==> src/hw/rtl/assert_macros.svh <==
// ---------------------------------------------------------------------------
// assert_macros.svh
// Clocked assertion helpers shared by the RTL.
// ---------------------------------------------------------------------------
`ifndef ASSERT_MACROS_SVH
`define ASSERT_MACROS_SVH

// Checked at every rising clk edge, disabled while in reset.
`define ASSERT_CLK(lbl, prop, msg) \
	lbl: assert property (@(posedge clk) disable iff (!arst_n) (prop)) else $error(msg);

// Implication checked at every rising clk edge, disabled while in reset.
`define ASSERT_IMP(lbl, pre, post, msg) \
	lbl: assert property (@(posedge clk) disable iff (!arst_n) (pre) |-> (post)) else $error(msg);

`endif

==> src/hw/rtl/ssc_pkg.sv <==
// ---------------------------------------------------------------------------
// ssc_pkg
// Shared constants, types and the CRC-32 byte step for the slot table.
// ---------------------------------------------------------------------------
`default_nettype none

package ssc_pkg;

	localparam int SLOT_COUNT = 64;
	localparam int SLOT_W     = (SLOT_COUNT > 1) ? $clog2(SLOT_COUNT) : 1;
	localparam int COUNT_W    = 7;
	localparam int TOTAL_W    = 38;

	localparam logic [31:0] CRC_ONES = 32'hFFFF_FFFF;
	localparam logic [31:0] CRC_POLY = 32'hEDB8_8320;

	localparam logic [1:0] REQ_CAPTURE = 2'd0;
	localparam logic [1:0] REQ_DISCARD = 2'd1;
	localparam logic [1:0] REQ_VERIFY  = 2'd2;
	localparam logic [1:0] REQ_STATS   = 2'd3;

	localparam logic [1:0] ST_OK       = 2'd0;
	localparam logic [1:0] ST_FULL     = 2'd1;
	localparam logic [1:0] ST_NOTFOUND = 2'd2;
	localparam logic [1:0] ST_MISMATCH = 2'd3;

	typedef struct packed {
		logic              set;
		logic              clr;
		logic [SLOT_W-1:0] slot;
		logic [31:0]       id;
	} dir_ctrl_t;

	typedef struct packed {
		logic              free_found;
		logic [SLOT_W-1:0] free_slot;
		logic              hit_found;
		logic [SLOT_W-1:0] hit_slot;
	} dir_stat_t;

	function automatic logic [31:0] crc_byte(input logic [31:0] crc, input logic [7:0] data);
		logic [31:0] c;
		c = crc ^ {24'd0, data};
		for (int b = 0; b < 8; b++) begin
			c = {1'b0, c[31:1]} ^ (CRC_POLY & {32{c[0]}});
		end
		return c;
	endfunction

endpackage

`default_nettype wire

==> src/hw/rtl/ssc_slot_dir.sv <==
// ---------------------------------------------------------------------------
// ssc_slot_dir
// Slot directory: used bits and ids, lowest-free and lowest-hit search.
// ---------------------------------------------------------------------------
`default_nettype none

module ssc_slot_dir (
	input  logic               clk,
	input  logic               arst_n,
	input  ssc_pkg::dir_ctrl_t ctrl,
	input  logic [31:0]        look_id,
	output ssc_pkg::dir_stat_t stat
);

	logic [ssc_pkg::SLOT_COUNT-1:0] used_q;
	logic [31:0]                    ident_q [ssc_pkg::SLOT_COUNT];

	always_ff @(posedge clk or negedge arst_n) begin
		if (!arst_n) begin
			used_q <= '0;
		end else if (ctrl.set) begin
			used_q[ctrl.slot] <= 1'b1;
		end else if (ctrl.clr) begin
			used_q[ctrl.slot] <= 1'b0;
		end
	end

	always_ff @(posedge clk) begin
		if (ctrl.set) begin
			ident_q[ctrl.slot] <= ctrl.id;
		end
	end

	always_comb begin
		stat = '0;
		for (int i = ssc_pkg::SLOT_COUNT - 1; i >= 0; i--) begin
			if (!used_q[i]) begin
				stat.free_found = 1'b1;
				stat.free_slot  = ssc_pkg::SLOT_W'(i);
			end
			if (used_q[i] && ident_q[i] == look_id) begin
				stat.hit_found = 1'b1;
				stat.hit_slot  = ssc_pkg::SLOT_W'(i);
			end
		end
	end

endmodule

`default_nettype wire

==> config.mk <==
export PLATFORM = sky130hd
export DESIGN_NAME = ssc_slot_dir
export DESIGN_NICKNAME = d
export VERILOG_FILES = /design/src/hw/rtl/assert_macros.svh /design/src/hw/rtl/ssc_pkg.sv /design/src/hw/rtl/ssc_slot_dir.sv
export SDC_FILE = /design/constraint.sdc
export NUM_CORES = 2
export LEC_CHECK = 0
export ABC_AREA = 1
export BUFFER_PORTS_ARGS = -buffer_cell sky130_fd_sc_hd__buf_2
export CAP_MARGIN = 20
export CORE_MARGIN = 2
export CORE_UTILIZATION = 40
export DETAILED_ROUTE_END_ITERATION = 16
export PLACE_DENSITY = 0.51
export SLEW_MARGIN = 5
export SYNTH_ARGS = -nofsm -noshare
export SYNTH_HDL_FRONTEND = slang
export SYNTH_SLANG_ARGS = --single-unit
export TNS_END_PERCENT = 5
==> constraint.sdc <==
create_clock -name clk -period 5.9 [get_ports clk]
set_input_delay 0.59 -clock clk [delete_from_list [all_inputs] [get_ports clk]]
set_output_delay 0.59 -clock clk [all_outputs]
set_load 0.01 [all_outputs]
==> out/results.ini <==
[die]
dieArea_um2 = 231000
ios = 88
start_util_pct = 40.3
core_um2 = 225000
die_width_um = 480
die_height_um = 480
core.rowCount = 174

[job]
timing.max_cap.violations = 0

[finish]
syn2layout_area_growth_pct = 17.8
fin_nets = 7752
fillers = 20151
final_cell_mix = edfxtp_1 (2048), nand2_1 (1088), buf_4 (682)
layout_commonest_cell = edfxtp_1
fin_cells = 10875
largest_reg_flops = 2048
drive_above_1_share_pct = 16.5
reg_top3 = ident_q (2048)
top_register = ident_q

[power_and_ir_drop]
internal_power_mw = 25.5
switching_share_pct = 25.1
clkPwrFrac_pct = 41.8
p_switching_mw = 8.56
pwr-share-comb_pct = 8.8
power.leakage_nw = 36.1
worst_ir_drop_vdd_mv = 0.257
power_frac_seq_pct = 49.4
power_per_cell_area_nw_per_um2 = 319
total_power_mw = 34.1

[cts]
cts_tree = done
htree_levels = 4
clk_pin_slew_ns = 0.06
cts_buffer_depth = 3
numCtsBuffers = 223
cts_root_buffer = clkbuf_16
cts_sinks = 2112
worstSkewPairLatency_ns = 0.89

[global_route]
grt_antenna_before_repair = 52
grt_pass1_wl_mm = 537
grt_pass1_vias = 63254
grt_max_degree = 74
track_usage_pct = 34.1
grt_overflow = 0

[status]
outcome = finished, violations left
violations = negative setup slack

[synthesis]
synth_area_um2 = 90700
yosysUniqueCellTypes = 53
synth_cells = 7054
synth-main-ff-cell = edfxtp_1
avgSynthCellArea_um2 = 12.9
synth_seq_area_share_pct = 69.5
ys_async_sr_fraction_pct = 3.03
synth_warnings = 0
synth_edf_count = 2048
synthesis.nets = 7128
ys_ff_latch = 2112

[sta]
rsz0062_at_grt = true
setup_tns_ns = -1.59
fmax_mhz = 145
drv_slew = 0
fin_crit_ns = 6.89
hold_viol = 0
setup_violations = 3
fin_skew_ns = 0
fin_crit_sh_pct = 117
tightest_slew_ns = 1.30
relSlewSlack_pct = 13.5
worst_slack_ns = -0.993

[drt]
drc = 0
drt_iter0_markers = 12274
wirelength_mm = 400
drtAntennaViolNets = 0
vias = 67871
wire_per_inst_um = 36.8
drtPass1Iterations = 8
vias_per_cell = 6.24

[placement]
place_inst = 10441
gp_congestion = 0.979
numPortBuffers = 87
hpwl_mm = 246

[critical_path]
crit_path_start_kind = register
worst-path-max-fanout = 2
critPathRequiredTime_ns = 5.31
cp_common_cell = nand2_1
worst_setup_path_end_kind = output pin
path_buf_inv = 2
startpoint = ident_q[63][3]$_DFFE_PP_
worstPathArrival_ns = 6.30
cp_top_family = simple AND/OR/NAND/NOR gates
critPathSlowestCell = edfxtp_1
path_class = reg -> out
slowest_delay_ns = 0.44

[hold_path]
hp-class = in -> reg
hp-start = ctrl[16]

## logic make-up after synthesis
family,after synthesis,share of synthesized area (%)
AND/OR/NAND/NOR,2187,11.0
flip-flops,2112,69.5
AO/OA/AOI/OAI,1479,10.3
XOR/XNOR,641,6.19
buffers and inverters,635,2.97
## worst register-to-register path: stages, from the launching register on
cell and delay (ns):
dfrtp_1 0.38, inv_1 0.32, a31oi_1 0.17, or2_2 0.34
## worst paths after layout
check                                             to  slack (ns)  cells after the start
min in group asynchronous                  async pin        0.51                      2
setup / recovery                             stat[0]       -0.99                     71
max in group asynchronous                  async pin        4.61                      2
hold / removal             ident_q[45][16]$_DFFE_PP_       0.007                      1
hold reg to reg                             register        0.54                      2
setup reg to reg                            register        4.57                      3
## timing repair
item                       4_1_cts  5_1_grt
pin swaps                        1       13
buffers inserted                 0        0
resized for setup               25       27
hold buffers                     3        0
setup endpoints to repair        4        7
hold endpoints to repair        69        0
## metal layers
metal | up-vias | GRT usage, % | share of wire (%)
met5 | - | 0 | 0.0070
met4 | 4 | 15.9 | 5.4
met3 | 932 | 5.89 | 11
met2 | 4888 | 53.1 | 45
met1 | 34356 | 46.5 | 38
li1 | 27691 | - | -
## through the flow
step                      setup slack (ns)  hold slack [ns]  util, %  cell area [um^2]
after floorplan                      0.851            0.294        -             90700
after global placement               -1.12            0.515     44.1             99400
after detailed placement            -0.855            0.525     44.1             99400
after CTS                           -0.945         0.000601     47.4            107000
after global routing                 -1.41         -0.00454     47.5            107000
final                               -0.993          0.00712     47.5            107000
## layout make-up
type / count / area, um^2 / area share, %
Timing Repair Buffer: 780 / 6400 / 5.99
Clock buffer: 286 / 6000 / 5.62
Clock inverter: 131 / 1250 / 1.17
Multi-Input combinational cell: 4307 / 25300 / 23.6
Antenna cell: 13 / 32.5 / 0.0304
Tap cell: 2992 / 3740 / 3.50
Sequential cell: 2112 / 63100 / 59.1
Inverter: 254 / 1040 / 0.975
## power groups by stage
stage                     clock network (mW)  registers (mW)  logic (mW)
final                                   14.3            16.8        2.99
after CTS                               14.3            16.8        2.91
after global placement                     0            17.1        2.89
after floorplan                            0            17.0        1.09
after global routing                    14.9            16.8        3.04
after detailed placement                   0            17.1        2.89
## Yosys cell counts (77+ instances only)
master	count	area (um^2)
a221oi_1	78	683
a22o_1	164	1440
buf_2	154	771
clkbuf_1	126	473
edfxtp_1	2048	61500
inv_1	221	830
nand2_1	1102	4140
nand3_1	93	465
nand4_1	141	882
nor2_1	360	1350
nor4_1	202	1260
o21ai_0	592	2960
o22ai_1	306	1910
or2_2	77	482
xnor2_1	379	3320
xor2_1	262	2290
Power figures use the tool's default switching activity.
